===== src/design/mkcc_pkg.sv =====
// ----------------------------------------------------------------------------
// Multi-key click classifier package
// Shared widths, key status codes, register indexes and the threshold record.
// ----------------------------------------------------------------------------
`default_nettype none

package mkcc_pkg;

  localparam int PIN_W    = 4;
  localparam int TIME_W   = 32;
  localparam int THR_W    = 16;
  localparam int EVENT_W  = 3;
  localparam int STATUS_W = 2;
  localparam int CFG_IDX_W = 2;
  localparam int NUM_STATUS_OUT = 4;

  typedef enum logic [STATUS_W-1:0] {
    ST_RELEASED = 2'd0,
    ST_PRESS    = 2'd1,
    ST_LONG     = 2'd2,
    ST_DOUBLE   = 2'd3
  } key_status_t;

  typedef enum logic [CFG_IDX_W-1:0] {
    REG_SHORT_PRESS_MIN = 2'd0,
    REG_LONG_PRESS_MIN  = 2'd1,
    REG_DOUBLE_GAP_MAX  = 2'd2
  } cfg_reg_t;

  typedef struct packed {
    logic [THR_W-1:0] short_press_min;
    logic [THR_W-1:0] long_press_min;
    logic [THR_W-1:0] double_gap_max;
  } thresholds_t;

  localparam logic [THR_W-1:0] SHORT_PRESS_MIN_RST = 16'd20;
  localparam logic [THR_W-1:0] LONG_PRESS_MIN_RST  = 16'd1000;
  localparam logic [THR_W-1:0] DOUBLE_GAP_MAX_RST  = 16'd300;

endpackage

`default_nettype wire


===== src/design/mkcc_ifs.sv =====
// ----------------------------------------------------------------------------
// Multi-key click classifier channels
// Poll input, result output and threshold write channels with valid/ready.
// ----------------------------------------------------------------------------
`default_nettype none

interface mkcc_poll_if import mkcc_pkg::*; ();
  logic              valid;
  logic              ready;
  logic [PIN_W-1:0]  pins_low;
  logic [TIME_W-1:0] now_ms;

  modport source (output valid, output pins_low, output now_ms, input ready);
  modport sink   (input valid, input pins_low, input now_ms, output ready);
endinterface

interface mkcc_result_if import mkcc_pkg::*; ();
  logic                valid;
  logic                ready;
  logic [EVENT_W-1:0]  event_key;
  logic [STATUS_W-1:0] key0_status;
  logic [STATUS_W-1:0] key1_status;
  logic [STATUS_W-1:0] key2_status;
  logic [STATUS_W-1:0] key3_status;

  modport source (output valid, output event_key, output key0_status,
                  output key1_status, output key2_status, output key3_status,
                  input ready);
  modport sink   (input valid, input event_key, input key0_status,
                  input key1_status, input key2_status, input key3_status,
                  output ready);
endinterface

interface mkcc_cfg_if import mkcc_pkg::*; ();
  logic                 valid;
  logic                 ready;
  logic [CFG_IDX_W-1:0] index;
  logic [THR_W-1:0]     data;

  modport source (output valid, output index, output data, input ready);
  modport sink   (input valid, input index, input data, output ready);
endinterface

`default_nettype wire


===== src/design/mkcc_key.sv =====
// ----------------------------------------------------------------------------
// Key tracker
// Holds the state of one key and computes its status for the current poll.
// ----------------------------------------------------------------------------
`default_nettype none

module mkcc_key import mkcc_pkg::*; (
  input  wire logic              clk,
  input  wire logic              rst,
  input  wire logic              en,
  input  wire logic              down,
  input  wire logic [TIME_W-1:0] now,
  input  wire thresholds_t       thr,
  input  wire logic              clear,
  output key_status_t            status_upd
);

  logic              held;
  logic              pending;
  logic [TIME_W-1:0] press_time;
  logic [TIME_W-1:0] release_time;
  key_status_t       status;

  logic              held_next;
  logic              pending_next;
  logic [TIME_W-1:0] press_time_next;
  logic [TIME_W-1:0] release_time_next;

  logic [TIME_W-1:0] hold_len;
  logic [TIME_W-1:0] gap_len;
  logic              gap_over;
  logic              long_reached;
  logic              click_ok;

  assign hold_len     = now - press_time;
  assign gap_len      = now - release_time;
  assign gap_over     = gap_len > {{(TIME_W-THR_W){1'b0}}, thr.double_gap_max};
  assign long_reached = hold_len >= {{(TIME_W-THR_W){1'b0}}, thr.long_press_min};
  assign click_ok     = (hold_len >= {{(TIME_W-THR_W){1'b0}}, thr.short_press_min})
                        && !long_reached;

  always_comb begin
    held_next         = held;
    pending_next      = pending;
    press_time_next   = press_time;
    release_time_next = release_time;
    status_upd        = status;
    if (pending && gap_over) begin
      pending_next = 1'b0;
      status_upd   = ST_PRESS;
    end
    if (down) begin
      if (!held) begin
        held_next       = 1'b1;
        press_time_next = now;
      end else if (long_reached) begin
        status_upd = ST_LONG;
      end
    end else if (held) begin
      if (click_ok) begin
        if (!pending_next) begin
          release_time_next = now;
          pending_next      = 1'b1;
        end else begin
          if (!gap_over) begin
            status_upd = ST_DOUBLE;
          end
          pending_next = 1'b0;
        end
      end
      held_next = 1'b0;
    end
  end

  always_ff @(posedge clk) begin
    if (rst) begin
      held         <= 1'b0;
      pending      <= 1'b0;
      press_time   <= '0;
      release_time <= '0;
      status       <= ST_RELEASED;
    end else if (en) begin
      held         <= held_next;
      pending      <= pending_next;
      press_time   <= press_time_next;
      release_time <= release_time_next;
      status       <= clear ? ST_RELEASED : status_upd;
    end
  end

endmodule

`default_nettype wire


===== src/design/mkcc_pick.sv =====
// ----------------------------------------------------------------------------
// Single press picker
// Finds the lowest-numbered key in single press and marks it to be consumed.
// ----------------------------------------------------------------------------
`default_nettype none

module mkcc_pick import mkcc_pkg::*; #(
  parameter int NUM_KEYS = 4
) (
  input  key_status_t              status_upd [NUM_KEYS],
  output logic [NUM_KEYS-1:0]      clear,
  output logic [EVENT_W-1:0]       event_key
);

  always_comb begin
    logic found;
    found     = 1'b0;
    clear     = '0;
    event_key = '0;
    for (int k = 0; k < NUM_KEYS; k++) begin
      if (!found && status_upd[k] == ST_PRESS) begin
        found     = 1'b1;
        clear[k]  = 1'b1;
        event_key = EVENT_W'(k + 1);
      end
    end
  end

endmodule

`default_nettype wire


===== src/design/multi_key_click_classifier_core.sv =====
// ----------------------------------------------------------------------------
// Multi-key click classifier core
// Classifies clicks, double clicks and long presses on a bank of keys.
// ----------------------------------------------------------------------------
// A poll transfer is captured in the poll input register and its result in the result register.
// Throughput: one poll per cycle while the result side takes results; the poll input register and the result
// register decouple the two channels.
// Reset clears all key state to released and loads the thresholds with
// 20 ms, 1000 ms and 300 ms.
`default_nettype none

module multi_key_click_classifier_core import mkcc_pkg::*; #(
  parameter int NUM_KEYS = 4
) (
  input  wire logic     clk,
  input  wire logic     rst,
  mkcc_poll_if.sink     poll,
  mkcc_result_if.source result,
  mkcc_cfg_if.sink      cfg
);

  thresholds_t       thr;

  logic              s1_valid;
  logic [PIN_W-1:0]  s1_pins;
  logic [TIME_W-1:0] s1_now;
  logic              advance;

  logic [NUM_KEYS-1:0] down;
  logic [NUM_KEYS-1:0] clear;
  key_status_t         status_upd [NUM_KEYS];
  key_status_t         status_fin [NUM_KEYS];
  logic [EVENT_W-1:0]  event_key;
  key_status_t         status_out [NUM_STATUS_OUT];

  assign cfg.ready = 1'b1;

  always_ff @(posedge clk) begin
    if (rst) begin
      thr.short_press_min <= SHORT_PRESS_MIN_RST;
      thr.long_press_min  <= LONG_PRESS_MIN_RST;
      thr.double_gap_max  <= DOUBLE_GAP_MAX_RST;
    end else if (cfg.valid) begin
      unique case (cfg.index)
        REG_SHORT_PRESS_MIN: thr.short_press_min <= cfg.data;
        REG_LONG_PRESS_MIN:  thr.long_press_min  <= cfg.data;
        REG_DOUBLE_GAP_MAX:  thr.double_gap_max  <= cfg.data;
        default: ;
      endcase
    end
  end

  assign advance    = s1_valid && (!result.valid || result.ready);
  assign poll.ready = !s1_valid || advance;

  always_ff @(posedge clk) begin
    if (rst) begin
      s1_valid <= 1'b0;
    end else if (poll.ready) begin
      s1_valid <= poll.valid;
    end
  end

  always_ff @(posedge clk) begin
    if (poll.valid && poll.ready) begin
      s1_pins <= poll.pins_low;
      s1_now  <= poll.now_ms;
    end
  end

  for (genvar k = 0; k < NUM_KEYS; k++) begin : g_key
    if (k < PIN_W) begin : g_pin
      assign down[k] = s1_pins[k];
    end else begin : g_nopin
      assign down[k] = 1'b0;
    end

    mkcc_key u_key (
      .clk        (clk),
      .rst        (rst),
      .en         (advance),
      .down       (down[k]),
      .now        (s1_now),
      .thr        (thr),
      .clear      (clear[k]),
      .status_upd (status_upd[k])
    );

    assign status_fin[k] = clear[k] ? ST_RELEASED : status_upd[k];
  end

  mkcc_pick #(
    .NUM_KEYS (NUM_KEYS)
  ) u_pick (
    .status_upd (status_upd),
    .clear      (clear),
    .event_key  (event_key)
  );

  for (genvar i = 0; i < NUM_STATUS_OUT; i++) begin : g_out
    if (i < NUM_KEYS) begin : g_have
      assign status_out[i] = status_fin[i];
    end else begin : g_none
      assign status_out[i] = ST_RELEASED;
    end
  end

  always_ff @(posedge clk) begin
    if (rst) begin
      result.valid <= 1'b0;
    end else if (advance) begin
      result.valid <= 1'b1;
    end else if (result.ready) begin
      result.valid <= 1'b0;
    end
  end

  always_ff @(posedge clk) begin
    if (advance) begin
      result.event_key   <= event_key;
      result.key0_status <= status_out[0];
      result.key1_status <= status_out[1];
      result.key2_status <= status_out[2];
      result.key3_status <= status_out[3];
    end
  end

  // With no event reported, no visible key may still be in single press.
  a_no_event_no_press: assert property (@(posedge clk) disable iff (rst)
    result.valid && result.event_key == '0 |->
      result.key0_status != ST_PRESS && result.key1_status != ST_PRESS &&
      result.key2_status != ST_PRESS && result.key3_status != ST_PRESS)
    else $error("unreported single press on a status output");

  // A reported key 0 has been consumed back to released.
  a_event_consumed: assert property (@(posedge clk) disable iff (rst)
    result.valid && result.event_key == EVENT_W'(1) |->
      result.key0_status == ST_RELEASED)
    else $error("reported key was not consumed");

  // A poll waiting in the input register is neither lost nor overwritten.
  a_poll_held: assert property (@(posedge clk) disable iff (rst)
    s1_valid && !advance |=> s1_valid && $stable(s1_now) && $stable(s1_pins))
    else $error("stalled poll was lost or overwritten");

endmodule

`default_nettype wire


===== src/flat_wrapper.sv =====
// flat-port wrapper written by rule: the top's interface ports become plain ports
module multi_key_click_classifier_core_flat import mkcc_pkg::*;
#(
  parameter int NUM_KEYS = 4
)
  (clk, rst, poll_valid, poll_pins_low, poll_now_ms, poll_ready, result_valid, result_event_key, result_key0_status, result_key1_status, result_key2_status, result_key3_status, result_ready, cfg_valid, cfg_index, cfg_data, cfg_ready);
  mkcc_poll_if poll_i ();
  mkcc_result_if result_i ();
  mkcc_cfg_if cfg_i ();
  input  wire logic clk;
  input  wire logic rst;
  input wire logic [$bits(poll_i.valid)-1:0] poll_valid;
  input wire logic [$bits(poll_i.pins_low)-1:0] poll_pins_low;
  input wire logic [$bits(poll_i.now_ms)-1:0] poll_now_ms;
  output wire logic [$bits(poll_i.ready)-1:0] poll_ready;
  output wire logic [$bits(result_i.valid)-1:0] result_valid;
  output wire logic [$bits(result_i.event_key)-1:0] result_event_key;
  output wire logic [$bits(result_i.key0_status)-1:0] result_key0_status;
  output wire logic [$bits(result_i.key1_status)-1:0] result_key1_status;
  output wire logic [$bits(result_i.key2_status)-1:0] result_key2_status;
  output wire logic [$bits(result_i.key3_status)-1:0] result_key3_status;
  input wire logic [$bits(result_i.ready)-1:0] result_ready;
  input wire logic [$bits(cfg_i.valid)-1:0] cfg_valid;
  input wire logic [$bits(cfg_i.index)-1:0] cfg_index;
  input wire logic [$bits(cfg_i.data)-1:0] cfg_data;
  output wire logic [$bits(cfg_i.ready)-1:0] cfg_ready;
  assign poll_i.valid = poll_valid;
  assign poll_i.pins_low = poll_pins_low;
  assign poll_i.now_ms = poll_now_ms;
  assign poll_ready = poll_i.ready;
  assign result_valid = result_i.valid;
  assign result_event_key = result_i.event_key;
  assign result_key0_status = result_i.key0_status;
  assign result_key1_status = result_i.key1_status;
  assign result_key2_status = result_i.key2_status;
  assign result_key3_status = result_i.key3_status;
  assign result_i.ready = result_ready;
  assign cfg_i.valid = cfg_valid;
  assign cfg_i.index = cfg_index;
  assign cfg_i.data = cfg_data;
  assign cfg_ready = cfg_i.ready;
  multi_key_click_classifier_core #(.NUM_KEYS(NUM_KEYS)) u_core (.clk(clk), .rst(rst), .poll(poll_i), .result(result_i), .cfg(cfg_i));
endmodule

===== config.mk =====
export PLATFORM = sky130hd
export DESIGN_NAME = multi_key_click_classifier_core_flat
export DESIGN_NICKNAME = d
export VERILOG_FILES = /design/src/design/mkcc_pkg.sv /design/src/design/mkcc_ifs.sv /design/src/design/mkcc_key.sv /design/src/design/mkcc_pick.sv /design/src/design/multi_key_click_classifier_core.sv /design/src/flat_wrapper.sv
export SDC_FILE = /design/constraint.sdc
export NUM_CORES = 1
export LEC_CHECK = 0
export BUFFER_PORTS_ARGS = -buffer_cell sky130_fd_sc_hd__buf_2
export CAP_MARGIN = 20
export CORE_ASPECT_RATIO = 1.2
export CORE_MARGIN = 4
export CORE_UTILIZATION = 61
export DETAILED_ROUTE_END_ITERATION = 10
export PLACE_DENSITY = 0.87
export SYNTH_ARGS = -nofsm -noshare
export SYNTH_HDL_FRONTEND = slang
export SYNTH_SLANG_ARGS = --single-unit

===== constraint.sdc =====
create_clock -name clk -period 11.5 [get_ports clk]
set_input_delay 2.875 -clock clk [delete_from_list [all_inputs] [get_ports clk]]
set_output_delay 2.875 -clock clk [all_outputs]
set_load 0.005 [all_outputs]

==> out/metrics.cfg, run 1 <==
[placement]
place_hpwl_microns = 78970
placed_area_sq_um = 34370
io_buffers = 71
placed_cells = 5072
gp_congestion = 1.004

[global_routing]
grt_max_degree = 91
antenna_found_initial = 3
grt_pass1_wl_microns = 169800
grt_use_total = 0.3522
grt_overflow = 0
grt_pass1_vias = 32490

[sta]
fin_tns_setup_ns = 0
final-setup-viol-count = 0
finalHoldViolations = 0
timing.final.crit_share = 0.6222
fmax_mhz = 139.8
drv_slew = 0
final.min_clock_period_ns = 7.155
worst_pin_slew_ns = 1.024
slew-limit-headroom = 0.3171
rsz0062_at_grt = false
skew_ns = 0.02175

[worst_setup_path]
required_ns = 11.93
arrival_ns = 7.58
crit_fanout = 32
cp-end-kind = register
start_kind = register
path_class = register to register
r2r_start = u_core.s1_now[0]
critPathLaunch = u_core.s1_now[0]

[synthesis]
avgSynthCellArea_sq_um = 7.555
synth_cell_types = 95
synth_edf_count = 47
synthArstFlopShare = 0
synth-main-ff-cell = dfxtp_1
ys_seq_area_frac = 0.2339
postSynthCellCount = 4447
synth_fp_nets = 4954
synth-seq-cells = 369
ys_warn_count = 0
synth_area_sq_um = 33600

[route]
viasPerCell = 6.515
firstDrtPassIters = 7
vias = 33590
drcViolationCount = 0
wl_microns = 109300
drt_iter0_markers = 3010
routedWlPerCell_microns = 21.21
final_antenna_net_count = 0

[die]
core-area_sq_um = 54110
start_util = 0.6210
io_pins = 73
die_h_microns = 265.1
dieArea_sq_um = 58910
row_count = 93
fp.dieW_microns = 222.2

[min_path]
worstHoldStart = u_core.g_key[0].u_key.press_time[11]
hold_class = register to register

[clocking]
cts_made_buffers = 43
clk_pin_slew_ns = 0.06
htree_levels = 2
cts_buffer_depth = 3
hold_buffers = 0
clockRootBuffer = clkbuf_16
clock_latency_ns = 0.60
post_cts_resized = 0
cts_tree = built
clock-sinks = 369
cts_setup_buffers = 0

[cells_and_area]
fin_nets = 4915
drive_above_1_share = 0.05739
area_growth_pct = 6.930
final_common_cell = nand2_1
antennaDiodeCount = 0
finalInstanceArea_sq_um = 35930
final_cell_mix = 641 x nand2_1, 517 x a21oi_1, 440 x ha_1
final-instance-count-excl-fill = 5155

[power]
leakagePower_uw = 0.01374
p_per_area_nw_per_um2 = 112.4
peakVddDrop_v = 0.00009906
power.total_uw = 4038

[status]
status = completed

[job]
cap_violations = 0

## worst paths after layout
path                                                 to  slack (ns)  depth (start not counted)
hold reg to reg    u_core.g_key[0].u_key.press_time[11]        0.45                          2
hold / removal     u_core.g_key[0].u_key.press_time[11]        0.45                          2
setup reg to reg  u_core.g_key[3].u_key.release_time[0]        4.34                         22
setup / recovery  u_core.g_key[3].u_key.release_time[0]        4.34                         22
## final cells by class
type                    count  area, sq um
multi-input cells        3508        23530
fillers                  4660        18180
flip-flops and latches    369         7858
inverters                 364         1366
clock buffers              59         1219
well taps                 712        890.9
repair buffers            122        775.7
clock inverters            21        292.8
## worst max-delay path, cell delays in order, from the launching register on
cell       delay, ns
edfxtp_1        0.53
inv_1           0.37
ha_1            0.25
inv_1           0.06
fa_1            0.40
a21o_1          0.22
a311oi_2        0.38
nor3_1          0.11
a311o_1         0.44
xor2_1          0.20
ha_1            0.30
nor2b_1         0.13
o21ai_0         0.18
o2111ai_1       0.13
or4_1           0.42
a2111o_1        0.40
nor4_1          0.30
nand4_1         0.45
nor4b_4         0.52
o211a_2         0.25
buf_4           0.52
mux2i_1         0.28
nor2_1          0.08
## through the flow
stage / setup WS, ns / utilization / hold WS (ns)
6_report: 4.345 / 0.6640 / 0.4529
5_1_grt: 4.005 / 0.6640 / 0.4665
4_1_cts: 4.469 / 0.6632 / 0.4542
3_5_place_dp: 4.566 / 0.6353 / 0.4465
3_3_place_gp: 4.762 / 0.6350 / 0.4415
2_1_floorplan: 5.484 / - / 0.4363
## registers in the layout, summed over array words and instances, names as in the netlist, 4 cells and up
signal / count
u_core.g_key.u_key.press_time: 128
u_core.s1_now: 32
u_core.g_key.u_key.held: 4
u_core.g_key.u_key.status: 8
u_core.g_key.u_key.release_time: 128
u_core.thr: 48
u_core.down: 4
u_core.g_key.u_key.pending: 4
## cell usage after synthesis (9+ instances only)
cell,number,area share
nand2_1,641,0.072
a21oi_1,517,0.077
ha_1,440,0.16
inv_1,364,0.041
nor2_1,345,0.039
dfxtp_1,322,0.19
o21ai_0,196,0.029
clkbuf_1,160,0.018
mux2i_1,156,0.046
a21o_1,108,0.024
xnor2_1,101,0.026
nand4_1,93,0.017
o211ai_1,69,0.015
xor2_1,68,0.018
nand3_1,66,0.0098
nor3_1,60,0.0089
a211oi_1,55,0.012
edfxtp_1,47,0.042
nand2b_1,47,0.0088
o21a_1,38,0.0085
buf_2,37,0.0055
nor4_1,36,0.0067
a31oi_1,30,0.0056
o21bai_1,24,0.0054
nor2b_1,23,0.0043
or3_1,22,0.0041
a21boi_0,21,0.0047
and2_1,21,0.0039
and3_1,21,0.0039
o2111ai_1,21,0.0055
o221ai_1,14,0.0036
o22ai_1,14,0.0026
o31ai_1,14,0.0031
a311oi_1,12,0.0031
o31a_1,12,0.0031
a211o_1,11,0.0029
nand3b_1,11,0.0025
a2111oi_0,10,0.0026
or4_1,10,0.0022
o311a_1,9,0.0027
## power by group
part	internal [uW]	switching, uW	total [uW]
clock	885	610	1500
combinational	438	742	1180
sequential	1340	23.6	1360
total	2660	1380	4040
## per-layer routing
metal  vias up  share of wire  GRT usage
li1      15890              -          -
met1     15600           0.36     0.3752
met2      1517           0.47     0.6078
met3       581          0.073    0.05795
met4         4           0.10     0.3001
met5         -        0.00027          0
## kinds of logic (layout without fill, tap and decap cells)
logic type | after synthesis | after routing | share of synthesized area
xor gates and xnor gates | 169 | 169 | 0.04405
buffers and inverters | 570 | 566 | 0.06722
and+or+nand+nor | 1440 | 1440 | 0.1940
muxes | 164 | 164 | 0.04916
other | 1 | 1 | 0.0001116
AOI/OAI and AO/OA | 1286 | 1286 | 0.2430
DFF | 369 | 369 | 0.2339
adders and majority gates | 448 | 448 | 0.1686
(Power assumes the default switching activity.)
==> inputs of run 2 (changes only) <==
Settings changed: ABC_AREA set to 1.
Clock period 11.5 ns to 7.32 ns, I/O delays scaled along.
==> out/metrics.cfg, run 2 <==
[status]
status = completed  ; unchanged

[die]
fp.dieW_microns = 227.6  ; was 222.2 microns
dieArea_sq_um = 61790  ; was 58910 sq um
start_util = 0.6161  ; was 0.6210
io_pins = 73  ; unchanged
row_count = 96  ; was 93
core-area_sq_um = 57300  ; was 54110 sq um
die_h_microns = 271.5  ; was 265.1 microns

[clocking]
clock_latency_ns = 0.60  ; about the same
clockRootBuffer = clkbuf_16  ; unchanged
htree_levels = 2  ; unchanged
clock-sinks = 369  ; unchanged
clk_pin_slew_ns = 0.07  ; was 0.06 ns
cts_buffer_depth = 3  ; unchanged
post_cts_resized = 0  ; unchanged
cts_made_buffers = 43  ; unchanged
cts_setup_buffers = 0  ; unchanged
hold_buffers = 0  ; unchanged
cts_tree = built  ; unchanged

[route]
drt_iter0_markers = 3646  ; was 3010
viasPerCell = 5.988  ; was 6.515
drcViolationCount = 0  ; unchanged
routedWlPerCell_microns = 21.54  ; was 21.21 microns
wl_microns = 141500  ; was 109300 microns
vias = 39340  ; was 33590
final_antenna_net_count = 0  ; unchanged
firstDrtPassIters = 6  ; was 7

[synthesis]
synth_fp_nets = 6236  ; was 4954
synthTopCellsByArea = dfxtp_1 18%, nand2_1 17%, ha_1 16%  ; was dfxtp_1 19%, ha_1 16%, a21oi_1 7.7%
ys_warn_count = 0  ; unchanged
synthTopCellsByCount = 1559 x nand2_1, 1016 x inv_1, 606 x a21oi_1, 464 x nor2_1, 440 x ha_1  ; was 641 x nand2_1, 517 x a21oi_1, 440 x ha_1, 364 x inv_1, 345 x nor2_1
synth_area_sq_um = 35300  ; was 33600 sq um
synth_edf_count = 47  ; unchanged
synth-seq-cells = 369  ; unchanged
synth-main-ff-cell = dfxtp_1  ; unchanged
avgSynthCellArea_sq_um = 6.161  ; was 7.555 sq um
yosysMostFrequentCell = nand2_1  ; unchanged
postSynthCellCount = 5729  ; was 4447
yosys.area.top_type = dfxtp_1  ; unchanged
synth_top_area_share = 0.1826  ; was 0.1919
synthArstFlopShare = 0  ; unchanged
synth_cell_types = 56  ; was 95
ys_seq_area_frac = 0.2226  ; was 0.2339

[global_routing]
grt_use_total = 0.4429  ; was 0.3522
antenna_found_initial = 2  ; was 3
grt_pass1_wl_microns = 209700  ; was 169800 microns
grt_overflow = 0  ; unchanged
grt_max_degree = 134  ; was 91
grt_pass1_vias = 38080  ; was 32490

[cells_and_area]
fin_nets = 6305  ; was 4915
final_cell_mix = 1558 x nand2_1, 1015 x inv_1, 606 x a21oi_1  ; was 641 x nand2_1, 517 x a21oi_1, 440 x ha_1
final-instance-count-excl-fill = 6570  ; was 5155
drive_above_1_share = 0.04030  ; was 0.05739
final_common_cell = nand2_1  ; unchanged
reg_top3 = u_core.g_key.u_key.press_time (128), u_core.g_key.u_key.release_time (128), u_core.thr (48)  ; unchanged
area_growth_pct = 7.866  ; was 6.930%

[power]
leakagePower_uw = 0.01902  ; was 0.01374 uW
internal-power_uw = 4250  ; was 2662 uW
pwr-share-clk = 0.341  ; was 0.370
p_per_area_nw_per_um2 = 181.6  ; was 112.4 nW/um^2
seqPwrFrac = 0.317  ; was 0.337
power.total_uw = 6913  ; was 4038 uW
p_sw_uw = 2663  ; was 1376 uW
peakVddDrop_v = 0.0001703  ; was 0.00009906 V
swShare = 0.3852  ; was 0.3408
combPwrFrac = 0.342  ; was 0.292

[sta]
rsz0062_at_grt = false  ; unchanged
fin_tns_setup_ns = 0  ; unchanged
final-setup-viol-count = 0  ; unchanged
finalHoldViolations = 0  ; unchanged
drv_slew = 0  ; unchanged
worst_slack_ns = 1.529  ; was 4.345 ns
worst_pin_slew_ns = 1.182  ; was 1.024 ns
fmax_mhz = 172.7  ; was 139.8 MHz
skew_ns = 0.03249  ; was 0.02175 ns
final.min_clock_period_ns = 5.791  ; was 7.155 ns
timing.final.crit_share = 0.7912  ; was 0.6222
slew-limit-headroom = 0.2034  ; was 0.3171

[worst_setup_path]
arrival_ns = 6.25  ; was 7.58 ns
crit_buf_inv = 5  ; was 3
required_ns = 7.77  ; was 11.93 ns
max_stage_delay_ns = 0.73  ; was 0.53 ns
start_kind = register  ; unchanged
path_class = register to register  ; unchanged
crit_fanout = 62  ; was 32
path_delay_family = simple AND/OR/NAND/NOR gates  ; unchanged
cp-end-kind = register  ; unchanged
slowest_stage = edfxtp_1  ; unchanged
critical-path-top-cell-by-count = nand2_1

[min_path]
hold_class = register to register  ; unchanged

[placement]
place_hpwl_microns = 112000  ; was 78970 microns
io_buffers = 71  ; unchanged
placed_cells = 6486  ; was 5072
pre_cts_slack_ns = 1.708  ; was 4.566 ns
gp_congestion = 1.099  ; was 1.004

[job]
cap_violations = 0  ; unchanged

[run 2: cell count changes in the layout (fill, tap and decap cells not counted), sizes merged, moves of 53 or more]
cell / before / now
nand3: 66 / 278
a21oi: 517 / 610
inv: 369 / 1026
xor2: 68 / 121
o21ai: 202 / 435
a21o: 108 / 9
nor2: 345 / 472
xnor2: 101 / 12
o211ai: 70 / 17
nand2: 641 / 1570
mux2i: 156 / 0
[run 2: cells by family (layout without fill, tap and decap cells)]
group           count (synthesis)  count (layout)  share of synthesized area
flops                         369             369                     0.2226
simple gates                 2515            2515                     0.2925
fa+ha+maj                     448             448                     0.1605
other cells                     1               5                  0.0001062
buf+inv                      1117            1219                     0.1211
compound gates               1146            1146                     0.1701
xor+xnor                      133             133                    0.03300
[run 2: power by group through the flow]
stage               Sequential (uW)  Clock (uW)  Combinational (uW)
floorplan                      2210           0                1560
global placement               2230           0                2220
detailed placement             2230           0                2270
CTS                            2180        2340                2290
global route                   2190        2420                2600
finish                         2190        2360                2370
[run 2: worst paths after layout]
path,to,start,cells after the start,slack (ns)
max,u_core.g_key[0].u_key.release_time[31],u_core.s1_now[1],28,1.53
min,u_core.g_key[0].u_key.release_time[16],u_core.g_key[0].u_key.release_time[16],2,0.46
max reg2reg,u_core.g_key[0].u_key.release_time[31],u_core.s1_now[1],28,1.53
min reg2reg,u_core.g_key[0].u_key.release_time[16],u_core.g_key[0].u_key.release_time[16],2,0.46
[run 2: per-layer routing]
metal,track usage,routed length (microns)
met3,0.08923,12820
met5,0,14
met1,0.4453,45680
met4,0.3971,16040
met2,0.7628,66970
[run 2: worst min-delay path, cell delays in order, from the launching register on]
cell     delay (ns)
dfxtp_1        0.30
inv_1          0.06
a21oi_1        0.05
[run 2: area by class of cell]
class | count | area [sq um]
Antenna cell | 4 | 10.01
Clock buffer | 55 | 1205
Clock inverter | 23 | 285.3
Fill cell | 5325 | 19220
Inverter | 1020 | 3834
Multi-Input combinational cell | 4243 | 23210
Sequential cell | 369 | 7858
Tap cell | 735 | 919.6
Timing Repair Buffer | 121 | 755.7
[run 2: per-stage QoR]
stage,cell area (sq um),util,hold slack (ns)
after global routing,38060,0.6644,0.4790
after global placement,36530,0.6376,0.4432
after floorplan,35300,-,0.4281
final,38070,0.6645,0.4582
after CTS,38020,0.6637,0.4601
after detailed placement,36530,0.6376,0.4506
